$ cat config.mk
export PLATFORM = sky130hd
export DESIGN_NAME = numeric_literal_parser_flat
export DESIGN_NICKNAME = d
export VERILOG_FILES = /design/src/rtl/nlp_pkg.sv /design/src/rtl/nlp_ifs.sv /design/src/rtl/nlp_scan.sv /design/src/rtl/numeric_literal_parser.sv /design/src/flat_wrapper.sv
export SDC_FILE = /design/constraint.sdc
export NUM_CORES = 1
export LEC_CHECK = 0
export BUFFER_PORTS_ARGS = -buffer_cell sky130_fd_sc_hd__buf_2
export CORE_MARGIN = 2
export CORE_UTILIZATION = 29
export DETAILED_ROUTE_END_ITERATION = 8
export PLACE_DENSITY = 0.45
export SLEW_MARGIN = 20
export SYNTH_ARGS = -nofsm -noshare
export SYNTH_HDL_FRONTEND = slang
export SYNTH_SLANG_ARGS = --single-unit
$ cat constraint.sdc
create_clock -name i_clk -period 5 [get_ports i_clk]
set_clock_uncertainty 0.05 [all_clocks]
set_input_delay 0.25 -clock i_clk [delete_from_list [all_inputs] [get_ports i_clk]]
set_output_delay 0.25 -clock i_clk [all_outputs]
set_load 0.02 [all_outputs]
$ cat src/rtl/nlp_pkg.sv
// nlp_pkg: shared types and character constants for the numeric literal parser
package nlp_pkg;

    localparam int unsigned VALUE_W    = 64;
    localparam int unsigned ADDR_W     = 32;
    localparam int unsigned MEM_SIZE_W = 33;

    localparam logic [MEM_SIZE_W-1:0] MEM_SIZE_RESET = 33'd65536;

    localparam logic [7:0] CH_MINUS  = 8'h2d;
    localparam logic [7:0] CH_ZERO   = 8'h30;
    localparam logic [7:0] CH_NINE   = 8'h39;
    localparam logic [7:0] CH_X      = 8'h78;
    localparam logic [7:0] CH_A      = 8'h61;
    localparam logic [7:0] CH_F      = 8'h66;
    localparam logic [7:0] CH_LBRACK = 8'h5b;
    localparam logic [7:0] CH_RBRACK = 8'h5d;

    localparam logic [2:0] POS_MAX = 3'd7;

    typedef enum logic [1:0] {
        KIND_INVALID = 2'd0,
        KIND_DEC     = 2'd1,
        KIND_HEX     = 2'd2,
        KIND_MEM     = 2'd3
    } t_kind;

    // token snapshot handed from the scanner to the output stage
    typedef struct packed {
        logic               valid;
        t_kind              kind;
        logic               negate;
        logic               mem_ref;
        logic [VALUE_W-1:0] raw;
    } t_scan;

endpackage

$ cat src/rtl/nlp_ifs.sv
// nlp_ifs: character, result and configuration channel interfaces
interface nlp_char_if;
    logic       valid;
    logic       ready;
    logic [7:0] ch;
    logic       last;

    modport source (output valid, output ch, output last, input ready);
    modport sink (input valid, input ch, input last, output ready);
endinterface

interface nlp_result_if;
    logic               valid;
    logic               ready;
    logic signed [63:0] value;
    nlp_pkg::t_kind     kind;
    logic               address_fault;

    modport source (output valid, output value, output kind, output address_fault, input ready);
    modport sink (input valid, input value, input kind, input address_fault, output ready);
endinterface

interface nlp_cfg_if;
    logic        valid;
    logic        ready;
    logic [32:0] data;

    modport source (output valid, output data, input ready);
    modport sink (input valid, input data, output ready);
endinterface

$ cat src/rtl/nlp_scan.sv
// nlp_scan: per-character token state and classification snapshot
module nlp_scan (
    input  logic           i_clk,
    input  logic           i_rst_n,
    input  logic           i_valid,
    input  logic [7:0]     i_ch,
    input  logic           i_last,
    input  logic           i_take,
    output logic           o_ready,
    output nlp_pkg::t_scan o_scan
);

    logic [2:0]  r_pos,       n_pos;
    logic        r_bracketed, n_bracketed;
    logic        r_negative,  n_negative;
    logic        r_dec_ok,    n_dec_ok;
    logic        r_hex_ok,    n_hex_ok;
    logic [63:0] r_dec_acc,   n_dec_acc;
    logic [63:0] r_hex_acc,   n_hex_acc;

    nlp_pkg::t_scan r_scan, n_scan;

    logic       adv;
    logic       accept;
    logic       is_dec;
    logic       is_lhex;
    logic       open_brk;
    logic       feed;
    logic       closed;
    logic       brk;
    logic       long_enough;
    logic [2:0] num_pos;
    logic [3:0] dig;

    assign adv     = !r_scan.valid || i_take;
    assign accept  = i_valid && adv;
    assign o_ready = adv;
    assign o_scan  = r_scan;

    always_comb begin
        n_pos       = r_pos;
        n_bracketed = r_bracketed;
        n_negative  = r_negative;
        n_dec_ok    = r_dec_ok;
        n_hex_ok    = r_hex_ok;
        n_dec_acc   = r_dec_acc;
        n_hex_acc   = r_hex_acc;
        n_scan      = r_scan;

        is_dec   = (i_ch >= nlp_pkg::CH_ZERO) && (i_ch <= nlp_pkg::CH_NINE);
        is_lhex  = (i_ch >= nlp_pkg::CH_A) && (i_ch <= nlp_pkg::CH_F);
        open_brk = (r_pos == 3'd0) && (i_ch == nlp_pkg::CH_LBRACK);
        feed     = !open_brk && !(r_bracketed && i_last);
        num_pos  = r_bracketed ? 3'(r_pos - 3'd1) : r_pos;
        dig      = is_dec ? i_ch[3:0] : 4'(i_ch[3:0] + 4'd9);

        if (open_brk) begin
            n_bracketed = 1'b1;
        end

        if (feed) begin
            if ((num_pos == 3'd0) && (i_ch == nlp_pkg::CH_MINUS)) begin
                n_negative = 1'b1;
            end else if (is_dec) begin
                n_dec_acc = {r_dec_acc[60:0], 3'b000} + {r_dec_acc[62:0], 1'b0}
                          + {60'd0, dig};
            end else begin
                n_dec_ok = 1'b0;
            end

            if (num_pos == 3'd0) begin
                if (i_ch != nlp_pkg::CH_ZERO) begin
                    n_hex_ok = 1'b0;
                end
            end else if (num_pos == 3'd1) begin
                if (i_ch != nlp_pkg::CH_X) begin
                    n_hex_ok = 1'b0;
                end
            end else if (is_dec || is_lhex) begin
                n_hex_acc = {r_hex_acc[59:0], dig};
            end else begin
                n_hex_ok = 1'b0;
            end
        end

        // classification on the final character
        closed      = r_bracketed && (i_ch == nlp_pkg::CH_RBRACK) && (r_pos >= 3'd2);
        brk         = r_bracketed || open_brk;
        long_enough = brk ? (r_pos >= 3'd4) : (r_pos >= 3'd2);

        n_scan.valid   = 1'b0;
        n_scan.kind    = nlp_pkg::KIND_INVALID;
        n_scan.negate  = 1'b0;
        n_scan.mem_ref = 1'b0;
        n_scan.raw     = '0;
        if (accept && i_last) begin
            n_scan.valid = 1'b1;
            if (!brk || closed) begin
                if (n_dec_ok) begin
                    n_scan.kind   = nlp_pkg::KIND_DEC;
                    n_scan.negate = n_negative;
                    n_scan.raw    = n_dec_acc;
                end else if (n_hex_ok && long_enough) begin
                    n_scan.kind = nlp_pkg::KIND_HEX;
                    n_scan.raw  = n_hex_acc;
                end
                if (brk && (n_dec_ok || (n_hex_ok && long_enough))) begin
                    n_scan.kind    = nlp_pkg::KIND_MEM;
                    n_scan.mem_ref = 1'b1;
                end
            end
        end else if (!adv) begin
            n_scan = r_scan;
        end

        if (i_last) begin
            n_pos       = 3'd0;
            n_bracketed = 1'b0;
            n_negative  = 1'b0;
            n_dec_ok    = 1'b1;
            n_hex_ok    = 1'b1;
            n_dec_acc   = '0;
            n_hex_acc   = '0;
        end else if (r_pos != nlp_pkg::POS_MAX) begin
            n_pos = 3'(r_pos + 3'd1);
        end
    end

    always_ff @(posedge i_clk) begin
        if (!i_rst_n) begin
            r_pos       <= 3'd0;
            r_bracketed <= 1'b0;
            r_negative  <= 1'b0;
            r_dec_ok    <= 1'b1;
            r_hex_ok    <= 1'b1;
            r_dec_acc   <= '0;
            r_hex_acc   <= '0;
            r_scan      <= '0;
        end else begin
            if (accept) begin
                r_pos       <= n_pos;
                r_bracketed <= n_bracketed;
                r_negative  <= n_negative;
                r_dec_ok    <= n_dec_ok;
                r_hex_ok    <= n_hex_ok;
                r_dec_acc   <= n_dec_acc;
                r_hex_acc   <= n_hex_acc;
            end
            r_scan <= n_scan;
        end
    end

endmodule

$ cat src/rtl/numeric_literal_parser.sv
// numeric_literal_parser: top level of the decimal/hex/memory-reference literal parser
//
// i_char carries one token character per request (ch, last). The block takes
// one character every cycle while ready. Decimal, hex and bracketed memory
// references are recognized; a request with last set produces one result on
// o_result (value, kind, address_fault); other characters produce none.
// i_cfg writes the 33-bit memory size used for the address fault check; it is
// always ready. The user must write it only while no token is in flight; the
// block itself does not enforce this. A final character loads the scanner
// snapshot register, then the output register loads from it and applies the
// sign fix-up and the address compare.
// Throughput: one character per cycle while i_char.ready is high; the
// multiply-by-ten/sixteen accumulate in the scanner is combinational.
// Reset clears the token state, drops any pending result and sets the memory
// size to 65536. When the receiver stalls, up to two results are held (output
// register and snapshot); i_char.ready falls only when both are full.
module numeric_literal_parser (
    input  logic         i_clk,
    input  logic         i_rst_n,
    nlp_cfg_if.sink      i_cfg,
    nlp_char_if.sink     i_char,
    nlp_result_if.source o_result
);

    nlp_pkg::t_scan scan;

    logic [nlp_pkg::MEM_SIZE_W-1:0] r_mem_size;
    logic                           r_out_valid, n_out_valid;
    logic [nlp_pkg::VALUE_W-1:0]    r_value, n_value;
    nlp_pkg::t_kind                 r_kind, n_kind;
    logic                           r_fault, n_fault;

    logic                        take;
    logic [nlp_pkg::VALUE_W-1:0] signed_val;

    assign take = !r_out_valid || o_result.ready;

    nlp_scan u_scan (
        .i_clk   (i_clk),
        .i_rst_n (i_rst_n),
        .i_valid (i_char.valid),
        .i_ch    (i_char.ch),
        .i_last  (i_char.last),
        .i_take  (take),
        .o_ready (i_char.ready),
        .o_scan  (scan)
    );

    assign i_cfg.ready = 1'b1;

    always_comb begin
        signed_val  = scan.negate ? 64'(64'd0 - scan.raw) : scan.raw;
        n_out_valid = r_out_valid;
        n_value     = r_value;
        n_kind      = r_kind;
        n_fault     = r_fault;
        if (take) begin
            n_out_valid = scan.valid;
            n_kind      = scan.kind;
            if (scan.mem_ref) begin
                n_value = {32'd0, signed_val[nlp_pkg::ADDR_W-1:0]};
                n_fault = ({1'b0, signed_val[nlp_pkg::ADDR_W-1:0]} >= r_mem_size);
            end else begin
                n_value = signed_val;
                n_fault = 1'b0;
            end
        end
    end

    always_ff @(posedge i_clk) begin
        if (!i_rst_n) begin
            r_mem_size  <= nlp_pkg::MEM_SIZE_RESET;
            r_out_valid <= 1'b0;
        end else begin
            if (i_cfg.valid) begin
                r_mem_size <= i_cfg.data;
            end
            r_out_valid <= n_out_valid;
        end
    end

    always_ff @(posedge i_clk) begin
        r_value <= n_value;
        r_kind  <= n_kind;
        r_fault <= n_fault;
    end

    assign o_result.valid         = r_out_valid;
    assign o_result.value         = $signed(r_value);
    assign o_result.kind          = r_kind;
    assign o_result.address_fault = r_fault;

endmodule

$ cat src/flat_wrapper.sv
// flat-port wrapper written by rule: the top's interface ports become plain ports
module numeric_literal_parser_flat 
  (i_clk, i_rst_n, i_cfg_valid, i_cfg_data, i_cfg_ready, i_char_valid, i_char_ch, i_char_last, i_char_ready, o_result_valid, o_result_value, o_result_kind, o_result_address_fault, o_result_ready);
  nlp_cfg_if i_cfg_i ();
  nlp_char_if i_char_i ();
  nlp_result_if o_result_i ();
  input  logic i_clk;
  input  logic i_rst_n;
  input wire logic [$bits(i_cfg_i.valid)-1:0] i_cfg_valid;
  input wire logic [$bits(i_cfg_i.data)-1:0] i_cfg_data;
  output wire logic [$bits(i_cfg_i.ready)-1:0] i_cfg_ready;
  input wire logic [$bits(i_char_i.valid)-1:0] i_char_valid;
  input wire logic [$bits(i_char_i.ch)-1:0] i_char_ch;
  input wire logic [$bits(i_char_i.last)-1:0] i_char_last;
  output wire logic [$bits(i_char_i.ready)-1:0] i_char_ready;
  output wire logic [$bits(o_result_i.valid)-1:0] o_result_valid;
  output wire logic [$bits(o_result_i.value)-1:0] o_result_value;
  output wire logic [$bits(o_result_i.kind)-1:0] o_result_kind;
  output wire logic [$bits(o_result_i.address_fault)-1:0] o_result_address_fault;
  input wire logic [$bits(o_result_i.ready)-1:0] o_result_ready;
  assign i_cfg_i.valid = i_cfg_valid;
  assign i_cfg_i.data = i_cfg_data;
  assign i_cfg_ready = i_cfg_i.ready;
  assign i_char_i.valid = i_char_valid;
  assign i_char_i.ch = i_char_ch;
  assign i_char_i.last = i_char_last;
  assign i_char_ready = i_char_i.ready;
  assign o_result_valid = o_result_i.valid;
  assign o_result_value = o_result_i.value;
  assign o_result_kind = o_result_i.kind;
  assign o_result_address_fault = o_result_i.address_fault;
  assign o_result_i.ready = o_result_ready;
  numeric_literal_parser u_core (.i_clk(i_clk), .i_rst_n(i_rst_n), .i_cfg(i_cfg_i), .i_char(i_char_i), .o_result(o_result_i));
endmodule
==> summary.md <==
| Metric | Value |
|---|---|
| Vias in the first global route | `15,793` |
| Worst path slowest cell | `or4_4` |
| First-pass GRT wire length | `93.1 mm` |
| Commonest non-fill, non-tap cell in the layout | `nor2_1` |
| Vias | `16,314` |
| Post-route cell area | `21,800 um^2` |
| Synth Area in Compound Gates | `0.213` |
| Initial antenna violation count | `0` |
| Area growth syn-to-layout | `17.0%` |
| Worst Hold Class | `in -> reg` |
| First-pass detailed-route iteration total | `5` |
| Cell area after synthesis | `18,600 um^2` |
| Vias per std cell | `5.21` |
| PD cells | `249 nW/um^2` |
| EDFF count, synth | `67` |
| Clock tree buffer depth | `3` |
| Sw frac | `0.238` |
| Core area | `63,300 um^2` |
| Mux cell area share after synthesis | `0.0621` |
| Share of the synthesized area in the top cell type | `0.256` |
| Mapped Nets | `2,350` |
| Row cnt | `92` |
| Cell taking the most area after synthesis | `dfxtp_1` |
| Max Slew Vio Count | `0` |
| H-tree depth | `2` |
| Total grt overflow | `0` |
| Largest family of logic cells by synthesized area | `compound AO/OA/AOI/OAI gates` |
| Largest net degree at the start of global routing | `71` |
| CP endpoint kind | `flop` |
| WP buf/inv | `0` |
| Lkg Pwr | `0.00924 uW` |
| Reg clk slew, reported paths | `0.06 ns` |
| Die Y | `257 um` |
| Fraction of registers with async set/reset | `0` |
| Post-route DRC | `0` |
| Crit path kind | `reg -> reg` |
| Critical path startpoint category | `flop` |
| Comb power frac | `0.053` |
| Core Util, Final | `0.344` |
| CP delay by family, top | `simple AND/OR/NAND/NOR gates` |
| Clock power frac | `0.476` |
| Seq/Total Area, Yosys | `0.364` |
| Simple logic cell fraction of the synthesized area | `0.155` |
| Final HPWL DP | `43.8 mm` |
| Critical Path RT | `5.25 ns` |
| Final period util | `0.931` |
| CP Max Fanout | `6` |
| Main synth FF type | `dfxtp_1` |
| Ranking of synthesized cells by area | `dfxtp_1, ha_1, edfxtp_1, nor2_1, mux2i_1` |
| Fin. Hold Viols | `0` |
| CTS tree | `yes` |
| Adder-Cell Fraction of Synth Area | `0.112` |
| Outcome | `completed` |
| Clock sinks | `305` |
| Gpl congestion | `0.858` |
| Setup-failing EPs final | `0` |
| Layout cells sized above 1 | `0.118` |
| DRT Wirelength | `59.2 mm` |
| Antenna-violating nets left | `0` |
| Synth Instances | `2,138` |
| Flop pwr share | `0.471` |
| Ports | `117` |
| Ys Warns | `0` |
| Post-route setup TNS | `0 ns` |
| Layout net count | `2,472` |
| Syn avg cell area | `8.71 um^2` |
| Slew at the pin closest to its max-slew limit | `1.17 ns` |
| Fin cells | `3,134` |
| Number of buffers added on ports | `115` |
| Worst Path Arrival | `4.90 ns` |
| Synth Area in XOR/XNOR | `0.0583` |
| CP peak stage delay | `0.57 ns` |
| Placed cells | `3,033` |
| Number of CTS-inserted buffers | `36` |
| Internal Power | `4130 uW` |
| Hold WS | `0.0913 ns` |
| Worst VDD drop | `0.173 mV` |
| Tmin final | `4.65 ns` |
| Tot GR Track Use | `0.176` |
| Max Cap Viol | `0` |
| Unrepaired setup endpoints after global routing | `false` |
| Die Wd | `257 um` |
| FF+latch count, synth | `305` |
| Routed wire per std cell | `18.9 um` |
| Root Driver | `clkbuf_16` |
| Post-DP Area | `20,300 um^2` |
| Critical path cell sequence | `or4_4 > or4b_4 > or4b_4 > or3_1 > or3_1 > o21ai_1 > xnor2_1 > ha_1 > a21o_1 > a21o_1 > a21oi_1 > nor2b_1 > o21ai_0 > nand2b_1 > a21oi_1 > o2bb2ai_1` |
| Slew headroom | `0.218` |
| Die ar. | `66,300 um^2` |
| Clk_lat worst skew | `0.55 ns` |
| Initial DRC Count | `1,025` |
| Starting density of the core | `0.294` |
| Post-synthesis cell type count | `80` |
| Commonest non-fill, non-tap cells in the layout | `nor2_1, dfxtp_1, a21oi_1` |
| Fmax | `0.215 GHz` |
| NetSw | `1290 uW` |
## kinds of logic after synthesis
logic type                 count (synthesis)
and+or+nand+nor                          647
DFF                                      305
xor gates and xnor gates                 124
AOI/OAI and AO/OA                        603
adders and majority gates                165
buffers and inverters                    178
muxes                                    115
other                                      1
## sequential cells by signal, summed over array words and instances, names as in the netlist
| signal | flops |
|---|---|
| u_core.o_result.valid | 1 |
| u_core.u_scan.r_negative | 1 |
| u_core.o_result.value | 64 |
| u_core.o_result.kind | 2 |
| u_core.u_scan.r_bracketed | 1 |
| u_core.o_result.address_fault | 1 |
| u_core.r_mem_size | 33 |
| u_core.u_scan.r_dec_acc | 64 |
| u_core.u_scan.r_hex_acc | 64 |
| u_core.u_scan.r_dec_ok | 1 |
| u_core.u_scan.r_pos | 3 |
| u_core.u_scan.o_scan | 69 |
| u_core.u_scan.r_hex_ok | 1 |
## final timing paths
check                                        start                                          end  slack (ns)  cells past startpoint
max           u_core.u_scan.o_scan[3]$_SDFFE_PN0P_  u_core.o_result.address_fault$_SDFFCE_PN0P_        0.35                     16
max reg2reg   u_core.u_scan.o_scan[3]$_SDFFE_PN0P_  u_core.o_result.address_fault$_SDFFCE_PN0P_        0.35                     16
min                                    i_char_last        u_core.u_scan.o_scan[68]$_SDFFE_PN0P_        0.09                      3
min reg2reg  u_core.u_scan.o_scan[67]$_SDFFE_PN0P_            u_core.o_result.kind[1]$_DFFE_PP_        0.38                      0
## power groups by stage
stage          Clock (uW)  Combinational, uW  Sequential, uW
3_5_place_dp            0                265            2610
3_3_place_gp            0                264            2610
4_1_cts              2650                288            2550
2_1_floorplan           0                143            2620
6_report             2580                285            2550
5_1_grt              2740                311            2560
## worst register-to-register path, cell delays in order (launching register included)
cell       delay, ns
dfxtp_1         0.36
or4_4           0.57
or4b_4          0.51
or4b_4          0.50
or3_1           0.40
or3_1           0.37
o21ai_1         0.18
xnor2_1         0.20
ha_1            0.31
a21o_1          0.16
a21o_1          0.17
a21oi_1         0.14
nor2b_1         0.06
o21ai_0         0.13
nand2b_1        0.07
a21oi_1         0.15
o2bb2ai_1       0.07
## cells in the mapped netlist, drive strengths merged (12+ instances only)
master	number
o31ai	23
nand2	176
nand3	28
dfxtp	238
nor3	20
edfxtp	67
nand2b	17
o21bai	14
xor2	58
nor2	302
mux2i	110
buf	14
a32oi	14
nor2b	15
or3	18
inv	57
xnor2	66
clkbuf	107
o221ai	12
o211ai	24
a31oi	13
a21o	39
a21oi	189
o21ai	96
nand4	13
ha	163
a22oi	94
## metal layers
metal / up-vias / wire [um] / global-route usage
met5: - / 0 / 0
met4: 0 / 1100 / 0.0421
met3: 63 / 2760 / 0.0209
met2: 367 / 24800 / 0.263
met1: 7859 / 30600 / 0.265
li1: 8025 / - / -
## through the flow
stage	power (uW)	worst slack (ns)
floorplan	2760	0.581
detailed placement	2870	-0.0100
global route	5610	0.0371
finish	5420	0.347
CTS	5490	0.284
global placement	2870	0.0899
## area by class of cell
| type | instances | area (um^2) |
|---|---|---|
| Tap cell | 846 | 1060 |
| Antenna cell | 1 | 2.50 |
| Timing Repair Buffer | 205 | 1360 |
| Clock inverter | 15 | 114 |
| Inverter | 57 | 219 |
| Fill cell | 6595 | 41500 |
| Clock buffer | 50 | 1020 |
| Multi-Input combinational cell | 1655 | 11200 |
| Sequential cell | 305 | 6780 |
## what timing repair did
item,CTS,global route
endpoints found under the hold margin,35,0
hold buffers,35,0
gates resized for setup,0,2
buffers inserted,0,0
endpoints found under the setup margin,0,1
(Power assumes the default switching activity.)
